<file path="src/rtl/wfa_pkg.sv">
`timescale 1ns / 1ps
// ----------------------------------------------------------------------------
// Worst-fit allocator package
// Shared constants, codes and types for the worst-fit block allocator.
// ----------------------------------------------------------------------------
package wfa_pkg;

  localparam int unsigned MaxBlocksDefault   = 64;
  localparam int unsigned HeaderBytesDefault = 8;
  localparam int unsigned OffW   = 24;
  localparam int unsigned LenW   = 25;
  localparam logic [LenW-1:0] RegionCap = 25'h100_0000;

  typedef enum logic [1:0] {
    REQ_ALLOC = 2'd0,
    REQ_FREE  = 2'd1,
    REQ_QUERY = 2'd2,
    REQ_BAD   = 2'd3
  } req_e;

  typedef enum logic [1:0] {
    ST_OK       = 2'd0,
    ST_INVALID  = 2'd1,
    ST_NO_MEM   = 2'd2,
    ST_NOTFOUND = 2'd3
  } status_e;

  typedef enum logic [2:0] {
    S_IDLE,
    S_SCAN,
    S_DECIDE,
    S_SHIFT,
    S_OUT
  } fsm_e;

  // One table entry as it moves along the chain.
  typedef struct packed {
    logic            used;
    logic [OffW-1:0] start;
    logic [LenW-1:0] len;
  } entry_t;

  // Per-cycle command broadcast from the controller to every cell.
  typedef struct packed {
    logic            rot;     // rotate entries one cell toward the head
    logic            ins;     // tail cell takes new_ent instead of the wrap
    entry_t          new_ent;
  } cell_cmd_t;

endpackage

</file>
<file path="src/rtl/wfa_cell.sv">
`timescale 1ns / 1ps
// ----------------------------------------------------------------------------
// Worst-fit allocator table cell
// Holds one table entry and passes it to its neighbor when the ring rotates.
// ----------------------------------------------------------------------------
module wfa_cell (
  input  logic                 clk_i,
  input  logic                 rst_ni,
  input  wfa_pkg::cell_cmd_t   cmd_i,
  input  logic                 is_tail_i,
  input  wfa_pkg::entry_t      from_next_i,
  output wfa_pkg::entry_t      ent_o
);

  logic                     used_q;
  logic [wfa_pkg::OffW-1:0] start_q;
  logic [wfa_pkg::LenW-1:0] len_q;
  wfa_pkg::entry_t          ent_d;

  // Shift in from the neighbor; the tail cell may take the broadcast entry.
  always_comb begin
    ent_d = ent_o;
    if (cmd_i.rot) begin
      ent_d = from_next_i;
      if (is_tail_i && cmd_i.ins) begin
        ent_d = cmd_i.new_ent;
      end
    end
  end

  // Only the used flag needs reset; start and length are don't-care until written.
  always_ff @(posedge clk_i or negedge rst_ni) begin
    if (!rst_ni) begin
      used_q <= 1'b0;
    end else begin
      used_q <= ent_d.used;
    end
  end

  always_ff @(posedge clk_i) begin
    start_q <= ent_d.start;
    len_q   <= ent_d.len;
  end

  assign ent_o = {used_q, start_q, len_q};

endmodule

</file>
<file path="src/rtl/worst_fit_block_allocator.sv">
`timescale 1ns / 1ps
// ----------------------------------------------------------------------------
// Worst-fit block allocator
// Address-ordered table of allocated blocks kept in a ring of cells.
// ----------------------------------------------------------------------------
// The block table lives in a ring of MAX_BLOCKS cells whose head cell holds
// the lowest-addressed block. Every request that passes the early checks
// rotates the ring once around, looking at one entry per cycle at the head.
// Allocate needs two laps (one to find the largest hole, one to insert the
// new entry at its place); free, query and an allocate that finds no room
// take one lap. Requests that fail argument checks, allocates with a full
// table or no region set, and null frees skip the laps. One request is in
// flight at a time; its result waits in an output register until taken.
module worst_fit_block_allocator #(
  parameter int unsigned MAX_BLOCKS   = wfa_pkg::MaxBlocksDefault,
  parameter int unsigned HEADER_BYTES = wfa_pkg::HeaderBytesDefault
) (
  input  logic        clk_i,
  input  logic        rst_ni,
  input  logic        cfg_we_i,
  input  logic [24:0] cfg_wdata_i,   // region_bytes
  input  logic        s_axis_tvalid,
  output logic        s_axis_tready,
  // [1:0] req_type, [26:2] request_size, [50:27] payload_offset
  input  logic [55:0] s_axis_tdata,
  output logic        m_axis_tvalid,
  input  logic        m_axis_tready,
  // [1:0] status, [25:2] granted_offset, [50:26] block_length, [51] is_valid
  output logic [55:0] m_axis_tdata
);

  localparam int unsigned IdxW = $clog2(MAX_BLOCKS);
  localparam int unsigned CntW = $clog2(MAX_BLOCKS + 1);
  localparam int unsigned OffW = wfa_pkg::OffW;
  localparam int unsigned LenW = wfa_pkg::LenW;
  localparam int unsigned SumW = 27;
  localparam logic [SumW-1:0] Hdr = SumW'(HEADER_BYTES);
  localparam logic [IdxW-1:0] LastIdx = IdxW'(MAX_BLOCKS - 1);
  localparam logic [CntW-1:0] MaxCnt = CntW'(MAX_BLOCKS);

  // Configuration register, clamped at the region cap.
  logic [LenW-1:0] region_q;
  always_ff @(posedge clk_i or negedge rst_ni) begin
    if (!rst_ni) begin
      region_q <= '0;
    end else if (cfg_we_i) begin
      region_q <= (cfg_wdata_i > wfa_pkg::RegionCap) ? wfa_pkg::RegionCap : cfg_wdata_i;
    end
  end

  // Cell ring.
  wfa_pkg::cell_cmd_t cmd;
  wfa_pkg::entry_t    ents [MAX_BLOCKS];

  for (genvar g = 0; g < MAX_BLOCKS; g++) begin : g_cell
    wfa_cell u_cell (
      .clk_i       (clk_i),
      .rst_ni      (rst_ni),
      .cmd_i       (cmd),
      .is_tail_i   (g == MAX_BLOCKS - 1),
      .from_next_i (ents[(g + 1) % MAX_BLOCKS]),
      .ent_o       (ents[g])
    );
  end

  wfa_pkg::entry_t head;
  assign head = ents[0];

  // Request registers.
  wfa_pkg::fsm_e    state_q, state_d;
  logic [1:0]       req_q;
  logic [LenW-1:0]  size_q;
  logic [OffW-1:0]  off_q;
  logic [IdxW-1:0]  step_q, step_d;
  logic [CntW-1:0]  count_q, count_d;
  logic [SumW-1:0]  prev_end_q, prev_end_d;
  logic [SumW-1:0]  best_q, best_d;
  logic [OffW-1:0]  best_at_q, best_at_d;
  logic [CntW-1:0]  pos_q, pos_d;
  logic             found_q, found_d;
  logic [LenW-1:0]  flen_q, flen_d;
  logic [1:0]       st_q, st_d;
  logic [OffW-1:0]  gofs_q, gofs_d;
  logic [LenW-1:0]  olen_q, olen_d;
  logic             oval_q, oval_d;
  wfa_pkg::entry_t  hold_q, hold_d;

  // Datapath terms on the head entry.
  logic [SumW-1:0] head_end, head_pay, lim, hole;
  logic            hit;
  always_comb begin
    head_pay = SumW'(head.start) + Hdr;
    head_end = head_pay + SumW'(head.len);
    lim      = head.used ? SumW'(head.start) : SumW'(region_q);
    hole     = (lim > prev_end_q) ? lim - prev_end_q : '0;
    hit      = head.used && (off_q != '0) && (SumW'(off_q) >= head_pay)
               && (SumW'(off_q) < head_end);
  end

  logic in_acc, out_acc;
  assign in_acc  = s_axis_tvalid && s_axis_tready;
  assign out_acc = m_axis_tvalid && m_axis_tready;
  assign s_axis_tready = (state_q == wfa_pkg::S_IDLE);
  assign m_axis_tvalid = (state_q == wfa_pkg::S_OUT);
  assign m_axis_tdata  = {4'b0, oval_q, olen_q, gofs_q, st_q};

  // Control: next state, ring commands and result.
  always_comb begin
    state_d    = state_q;
    step_d     = step_q;
    count_d    = count_q;
    prev_end_d = prev_end_q;
    best_d     = best_q;
    best_at_d  = best_at_q;
    pos_d      = pos_q;
    found_d    = found_q;
    flen_d     = flen_q;
    st_d       = st_q;
    gofs_d     = gofs_q;
    olen_d     = olen_q;
    oval_d     = oval_q;
    hold_d     = hold_q;
    cmd        = '0;
    case (state_q)
      wfa_pkg::S_IDLE: begin
        step_d = '0; prev_end_d = '0; best_d = '0;
        best_at_d = '0; pos_d = '0; found_d = 1'b0; flen_d = '0;
        st_d = wfa_pkg::ST_OK; gofs_d = '0; olen_d = '0; oval_d = 1'b0;
        if (in_acc) begin
          state_d = wfa_pkg::S_SCAN;
          case (wfa_pkg::req_e'(s_axis_tdata[1:0]))
            wfa_pkg::REQ_ALLOC: begin
              if (s_axis_tdata[26:2] == '0) begin
                st_d = wfa_pkg::ST_INVALID; state_d = wfa_pkg::S_OUT;
              end else if (region_q == '0 || count_q >= MaxCnt) begin
                st_d = wfa_pkg::ST_NO_MEM; state_d = wfa_pkg::S_OUT;
              end
            end
            wfa_pkg::REQ_FREE: begin
              if (s_axis_tdata[50:27] == '0) state_d = wfa_pkg::S_OUT;
            end
            wfa_pkg::REQ_QUERY: ;
            default: begin
              st_d = wfa_pkg::ST_INVALID; state_d = wfa_pkg::S_OUT;
            end
          endcase
        end
      end
      wfa_pkg::S_SCAN: begin
        cmd.rot = 1'b1;
        if (req_q == wfa_pkg::REQ_ALLOC) begin
          // Holes before each used entry and the tail hole once.
          if (CntW'(step_q) <= count_q && (head.used || CntW'(step_q) == count_q)) begin
            if (hole > best_q) begin
              best_d = hole; best_at_d = prev_end_q[OffW-1:0]; pos_d = CntW'(step_q);
            end
            if (head.used) prev_end_d = head_end;
          end
        end else begin
          if (hit && !found_q) begin
            found_d = 1'b1; flen_d = head.len;
          end
          // Free: from the hit on, the tail takes the entry behind the head,
          // which closes the gap; the last step brings in an empty entry.
          if (req_q == wfa_pkg::REQ_FREE && (found_q || hit)) begin
            cmd.ins = 1'b1;
            if (step_q == LastIdx) begin
              cmd.new_ent = '0;
            end else begin
              cmd.new_ent = ents[1];
            end
          end
        end
        step_d = step_q + 1'b1;
        if (step_q == LastIdx) begin
          step_d = '0;
          state_d = wfa_pkg::S_DECIDE;
        end
      end
      wfa_pkg::S_DECIDE: begin
        // Allocate goes on to the insert lap if the size fits; free has already compacted.
        state_d = wfa_pkg::S_OUT;
        case (wfa_pkg::req_e'(req_q))
          wfa_pkg::REQ_ALLOC: begin
            if ((SumW'(size_q) + Hdr) > best_q) begin
              st_d = wfa_pkg::ST_NO_MEM;
            end else begin
              state_d = wfa_pkg::S_SHIFT;
            end
          end
          wfa_pkg::REQ_FREE: begin
            if (found_q) begin
              count_d = count_q - 1'b1;
            end else st_d = wfa_pkg::ST_NOTFOUND;
          end
          wfa_pkg::REQ_QUERY: begin
            if (found_q) begin
              olen_d = flen_q; oval_d = 1'b1;
            end else st_d = wfa_pkg::ST_NOTFOUND;
          end
          default: st_d = wfa_pkg::ST_INVALID;
        endcase
      end
      wfa_pkg::S_SHIFT: begin
        // Insert lap: at pos the tail takes the new entry, and from then on
        // each head entry is held back one step, so the rest move up by one.
        // The last entry, always empty, stays in the hold register.
        cmd.rot = 1'b1;
        if (CntW'(step_q) == pos_q) begin
          cmd.ins = 1'b1;
          cmd.new_ent.used  = 1'b1;
          cmd.new_ent.start = best_at_q;
          cmd.new_ent.len   = size_q;
          hold_d = head;
        end else if (CntW'(step_q) > pos_q) begin
          cmd.ins = 1'b1;
          cmd.new_ent = hold_q;
          hold_d = head;
        end
        step_d = step_q + 1'b1;
        if (step_q == LastIdx) begin
          step_d  = '0;
          state_d = wfa_pkg::S_OUT;
          count_d = count_q + 1'b1;
          gofs_d  = best_at_q + OffW'(HEADER_BYTES);
        end
      end
      wfa_pkg::S_OUT: begin
        if (out_acc) state_d = wfa_pkg::S_IDLE;
      end
      default: state_d = wfa_pkg::S_IDLE;
    endcase
  end

  always_ff @(posedge clk_i or negedge rst_ni) begin
    if (!rst_ni) begin
      state_q <= wfa_pkg::S_IDLE;
      count_q <= '0;
    end else begin
      state_q <= state_d;
      count_q <= count_d;
    end
  end

  always_ff @(posedge clk_i) begin
    if (in_acc) begin
      req_q  <= s_axis_tdata[1:0];
      size_q <= s_axis_tdata[26:2];
      off_q  <= s_axis_tdata[50:27];
    end
    step_q <= step_d; prev_end_q <= prev_end_d;
    best_q <= best_d; best_at_q <= best_at_d; pos_q <= pos_d;
    found_q <= found_d; flen_q <= flen_d; st_q <= st_d;
    gofs_q <= gofs_d; olen_q <= olen_d; oval_q <= oval_d;
    hold_q <= hold_d;
  end

  // Checks on the control logic.
  a_cnt_max: assert property (@(posedge clk_i) disable iff (!rst_ni) count_q <= MaxCnt)
    else $error("block count above table size");
  a_one_side: assert property (@(posedge clk_i) disable iff (!rst_ni)
    !(s_axis_tready && m_axis_tvalid)) else $error("accepting while result pending");
  a_ins_rot: assert property (@(posedge clk_i) disable iff (!rst_ni) cmd.ins |-> cmd.rot)
    else $error("tail load without rotation");

endmodule
</file>
<file path="config.mk">
export PLATFORM = sky130hd
export DESIGN_NAME = worst_fit_block_allocator
export DESIGN_NICKNAME = d
export VERILOG_FILES = /design/src/rtl/wfa_pkg.sv /design/src/rtl/wfa_cell.sv /design/src/rtl/worst_fit_block_allocator.sv
export SDC_FILE = /design/constraint.sdc
export NUM_CORES = 2
export LEC_CHECK = 0
export BUFFER_PORTS_ARGS = -buffer_cell sky130_fd_sc_hd__clkbuf_2
export CAP_MARGIN = 10
export CORE_AREA = 2 2 516 518
export CTS_CLUSTER_SIZE = 40
export DETAILED_ROUTE_END_ITERATION = 6
export DIE_AREA = 0 0 518 520
export GPL_TIMING_DRIVEN = 0
export PLACE_DENSITY = 0.76
export REMOVE_ABC_BUFFERS = 1
export SYNTH_ARGS = -nofsm -noshare
export SYNTH_HDL_FRONTEND = slang
export SYNTH_HIERARCHICAL = 1
export SYNTH_SLANG_ARGS = --single-unit
export TNS_END_PERCENT = 100
</file>
<file path="constraint.sdc">
create_clock -name clk_i -period 184.6 [get_ports clk_i]
set_input_delay 0 -clock clk_i [delete_from_list [all_inputs] [get_ports clk_i]]
set_output_delay 0 -clock clk_i [all_outputs]
set_load 0.05 [all_outputs]
</file>
# --- Word level (Yosys, flattened, before mapping) ---
# Index checks and enable logic that the tools add are counted.
word_totals:
  register_bits: 3505
  latchBits: 0
  mem_bits_rw: 0
  rom_bits: 0
  input_bits: 86
  mem_count: 0
op_classes:
  n_addsub: 8
  multipliers: 0
  n_div: 0
  order_cmp: 9
  n_eq_ne: 26
  n_shift: 0
  mux: 67
  n_bitwise: 0
  reduce_logical: 37
ops:
  columns: ["op", "count"]
  rows:
  - ["2-to-1 mux 51 bit", 4]
  - ["2-to-1 mux 50 bit", 4]
  - ["2-to-1 mux 27 bit", 7]
  - ["2-to-1 mux 25 bit", 6]
  - ["case mux 27 bit (2 select lines)", 2]
  - ["case mux 52 bit (2 select lines)", 1]
  - ["case mux 25 bit (2 select lines)", 2]
  - ["2-to-1 mux 24 bit", 4]
  - ["case mux 24 bit (2 select lines)", 2]
  - ["logical NOT 25 bit", 2]
  - ["2-to-1 mux 7 bit", 6]
  - ["case mux 7 bit (2 select lines)", 2]
  - ["> comparator 25 x 27 -> 1 bit", 1]
  - ["> comparator 26 x 27 -> 1 bit", 1]
  - ["> comparator 27 bit", 1]
  - ["2-to-1 mux 3 bit", 9]
  - ["subtractor 25 x 27 -> 27 bit", 1]
  - ["adder 25 x 25 -> 26 bit", 1]
  - ["adder 25 x 4 -> 26 bit (second input constant)", 1]
  - ["< comparator 24 x 26 -> 1 bit", 1]
  - ["adder 24 x 4 -> 25 bit (second input constant)", 1]
  - ["greater-or-equal comparator 24 x 25 -> 1 bit", 1]
  - ["> comparator 25 bit (second input constant)", 1]
  - ["adder 24 x 4 -> 24 bit (second input constant)", 1]
  - ["36 further kinds", 85]

# --- Logic depth before layout (Yosys ltp) ---
logic_depth:
  word_depth: 10
  ltp_mapped: 26

# --- Hierarchy ---
# Netlist, hierarchy kept.
by_module_without_submodules:
  columns: ["mod", "instances", "cells_each", "area_per_inst_um2"]
  rows:
  - ["wfa_cell", 64, 110, 2159.6]
  - ["worst_fit_block_allocator", 1, 1930, 19078.3]

# --- Least setup slack after synthesis ---
# OpenSTA, ideal clock, no wires.
synth_path:
  path_kind: "flip-flop to flip-flop"
  start: "register state_q[2]"
  end: "register step_q[1] (data pin)"
  t_arrival_ps: 94607
  t_required_ps: 184040
  slack_ps: 89433
  stages_incl_launch_ff: 6
  period_less_slack_ps: 95167
  path_cell_list: "dfrtp_1 inv_2 nand2_1 inv_1 clkbuf_1 and3_1"
synth_between:
  elab_chain_len: 3
  word_cells_on_any_way: 5
  cone_classes: "eq/ne (2); mux (1); reduce/logical (2)"
synth_lines:
  columns: ["element", "line_no", "source"]
  rows:
  - ["start: declaration", "worst_fit_block_allocator.sv:70", "wfa_pkg::fsm_e state_q, state_d;"]
  - ["start signal: assignment", "worst_fit_block_allocator.sv:237", "state_q <= wfa_pkg::S_IDLE;"]
  - ["start signal: assignment", "worst_fit_block_allocator.sv:240", "state_q <= state_d;"]
  - ["equality test 3 x 2 -> 1 bit or equality test 3 x 1 -> 1 bit (tied branches)", "worst_fit_block_allocator.sv:124", "case (state_q)"]
  - ["OR reduction 2 bit (no source line)", null, null]
  - ["case mux 6 bit (2 select lines) (*)", "worst_fit_block_allocator.sv:124", null]
  - ["end signal: assignment", "worst_fit_block_allocator.sv:251", "step_q <= step_d; prev_end_q <= prev_end_d;"]
  - ["end: declaration", "worst_fit_block_allocator.sv:74", "logic [IdxW-1:0] step_q, step_d;"]
# Every way passes the cells marked *; elsewhere a longest branch is shown, timed or not.
# A chain may end at the register's enable or synchronous reset.

==> metrics <==
status finished with violations; failing checks antenna rules, DRC, slew limit; Die Width 518 um; DIE HEIGHT 520 um; Num CTS Buffers 357; minimum clock period 9.29 ns; slowest cell delay on critical path 1.01 ns; Layout Nets 9769; Pwr Density 19.3 nW/um^2; Unique masters post-synth 74; Yosys top cell area share 65.0%; area growth from synthesis to layout 11.7%; Slew Limit Fails 3150; # IOs 144; fin crit share 5.03%; clock skew 0.0351 ns; Fin. Hold Viols 0; Worst Setup End Kind register; CTS tree done; syn_area_per_cell 17.5 um^2; clk slew on worst S/H paths 0.06 ns; Post-Place Setup Slack 175.41 ns; Post-synth EDFFs 3404; routed len/inst 27.9 um; GRT busiest layer met2; routed wire length 372000 um; simple-gate share of the synthesized area 2.58%; 1st-pass router iterations 7; Worst Path Required 185.35 ns; highest-delay cell along the critical path edfxtp_1; FFs w/ async S/R, synth 2.83%; drt initial violations 9281; xor/xnor share of the synthesized area 0.574%; gpl congestion 0.878; number of fillers in the final layout 17300; DP HPWL 219000 um; GRT met1 Usage 37.2%; Synth Register Bits 3503; Fin Setup TNS 0 ns; Adder-Cell Fraction of Synth Area 1.48%; Final Setup Violations 0; crit-path max FO 64; Post-DRT Antenna Nets 1; Leak Pwr 0.0657 uW; hold depth 5; largest family of logic cells by synthesized area multiplexers; Reg2Reg Depth 25; vias in the first global route 83100; grt ovf 0; Cell Area, Synth 157000 um^2; via/cell ratio 6.12; Die ar. 269000 um^2; Remaining DRCs 1; most frequent cell after synthesis edfxtp_1; top cells by count, synth edfxtp_1 (3404), mux2_2 (2498), mux2_4 (640); CTS resizes 0; synth warn 6; Worst slew margin -123%; top_reg_cell synth edfxtp_1; Synth Area in Compound Gates 2.41%; cell count after synthesis 8970; worst-margin pin slew 3.34 ns; fraction of layout cells with a size suffix above 1 40.7%; maximum clock path buffer count 4; Setup crit start kind register; Sink Count 3503; path type of the worst min-delay path input port to register; largest net degree at the start of global routing 157; starting density of the core 59.6%; total of max-cap violations 0; gr usage total 27.2%; grt met3 use 3.49%; Worst EP arrival 10.04 ns; CTS root buf clkbuf_16; multiplexer area fraction after synthesis 24.0%; setup slack after layout 175.31 ns; Util after Layout 66.6%; initial antenna violation count 26; first-pass GRT wire length 550000 um; GR Util met2 44.7%; cell mode on critical path buf_6; core box area 264000 um^2; vias 81600; worst skew pair latency 0.89 ns; Max VDD drop 13.3 uV; Fmax 0.108 GHz; H-tree levels 5; sequential area share after synthesis 66.6%; # rows 189; CP Class register to register; Yosys top cell by area edfxtp_1; RSZ-0062 raised after global routing no; largest cells by area after synthesis edfxtp_1 (65%), mux2_2 (18%), mux2_4 (6.1%); Port Buffer Count 134
-- final timing paths --
check,from,end,slack [ns]
setup / recovery,g_cell[0].u_cell/start_q[11]$_DFFE_PP_,g_cell[63].u_cell/start_q[10]$_DFFE_PP_,175.31
hold / removal,s_axis_tdata[1],state_q[0]$_DFFE_PN0P_,0.21
setup reg to reg,g_cell[0].u_cell/start_q[11]$_DFFE_PP_,g_cell[63].u_cell/start_q[10]$_DFFE_PP_,175.31
hold reg to reg,g_cell[14].u_cell/start_q[2]$_DFFE_PP_,g_cell[13].u_cell/start_q[2]$_DFFE_PP_,0.52
max in group asynchronous,rst_ni,g_cell[34].u_cell/used_q$_DFFE_PN0P_,183.38
min in group asynchronous,rst_ni,count_q[1]$_DFFE_PN0P_,0.22
-- logic make-up after synthesis --
| family | count (synthesis) |
|---|---|
| buffers and inverters | 603 |
| XOR/XNOR | 103 |
| adder cells (fa/ha/maj) | 184 |
| AO/OA/AOI/OAI | 550 |
| flip-flops | 3503 |
| AND/OR/NAND/NOR | 886 |
| other | 2 |
| multiplexers | 3139 |
-- flip-flops by register name, indices dropped and copies added (netlist names), 26 cells and up --
name,cells
g_cell.u_cell/len_q,1600
prev_end_q,26
g_cell.u_cell/start_q,1536
best_q,27
g_cell.u_cell/used_q,64
hold_q,50
-- cells in the final DEF, fill, tap and decap left out, drive strengths merged, types with 13 or more instances in the layout --
master       netlist  routed
a21bo             64      64
nor4              31      31
a21oi             79      79
ha               181     181
xnor2             58      58
conb               2     198
buf              396      90
diode              0      17
bufinv             0      17
a31oi             70      70
nand2            295     295
and3              86      86
dfrtp             99      99
nand4             42      42
o211ai            13      13
xor2              45      45
nor3              26      26
a21o              39      39
a22o              50      50
nor2b             14      14
nand3            104     104
dlygate4sd3        0     205
edfxtp          3404    3404
mux2            3138    3138
o21ai            143     143
nor2             247     247
inv              146     158
clkinv             2     153
clkbuf            59     591
o21a              14      14
-- timing repair --
| action | CTS | global route |
|---|---|---|
| hold endpoints to repair | 179 | 0 |
| setup buffers | 0 | 0 |
| hold buffers | 205 | 0 |
| endpoints found under the setup margin | 0 | 0 |
-- layout make-up --
type | count | area (um^2) | area share (%)
diodes | 17 | 42.5 | 0.0242
flip-flops and latches | 3503 | 105000 | 59.6
repair buffers | 429 | 4810 | 2.74
multi-input cells | 5060 | 50100 | 28.5
clock inverters | 191 | 1460 | 0.829
inverters | 148 | 563 | 0.321
clock buffers | 457 | 9580 | 5.45
well taps | 3533 | 4420 | 2.52
-- metrics by stage --
stage	std cells	hold slack, ns	area (um^2)	power (uW)
floorplan	8711	-0.296	155000	3370
global placement	12400	0.197	160000	4060
detailed placement	12500	-0.161	162000	2670
CTS	13300	0.135	176000	3380
global route	13300	0.228	176000	3550
finish	13300	0.209	176000	3400
-- layer usage --
metal / vias to the layer above / wire length, um
li1: 36000 / -
met3: 617 / 22300
met1: 42100 / 155000
met5: - / 22
met2: 2827 / 180000
met4: 4 / 15100
-- where the power goes --
group	switching, uW	internal [uW]	leakage, uW
clock	302	391	0.00539
combinational	559	482	0.0259
sequential	170	1490	0.0344
-- critical path: cells and delay by family (launching register included) --
kind / cells / cell delay (ns)
xor gates and xnor gates: 1 / 0.32
and+or+nand+nor: 5 / 1.02
buffers and inverters: 5 / 1.07
muxes: 1 / 0.34
DFF: 1 / 1.01
adders and majority gates: 2 / 0.76
AOI/OAI and AO/OA: 11 / 4.52
Note: power is estimated with default switching activity, not from simulation.
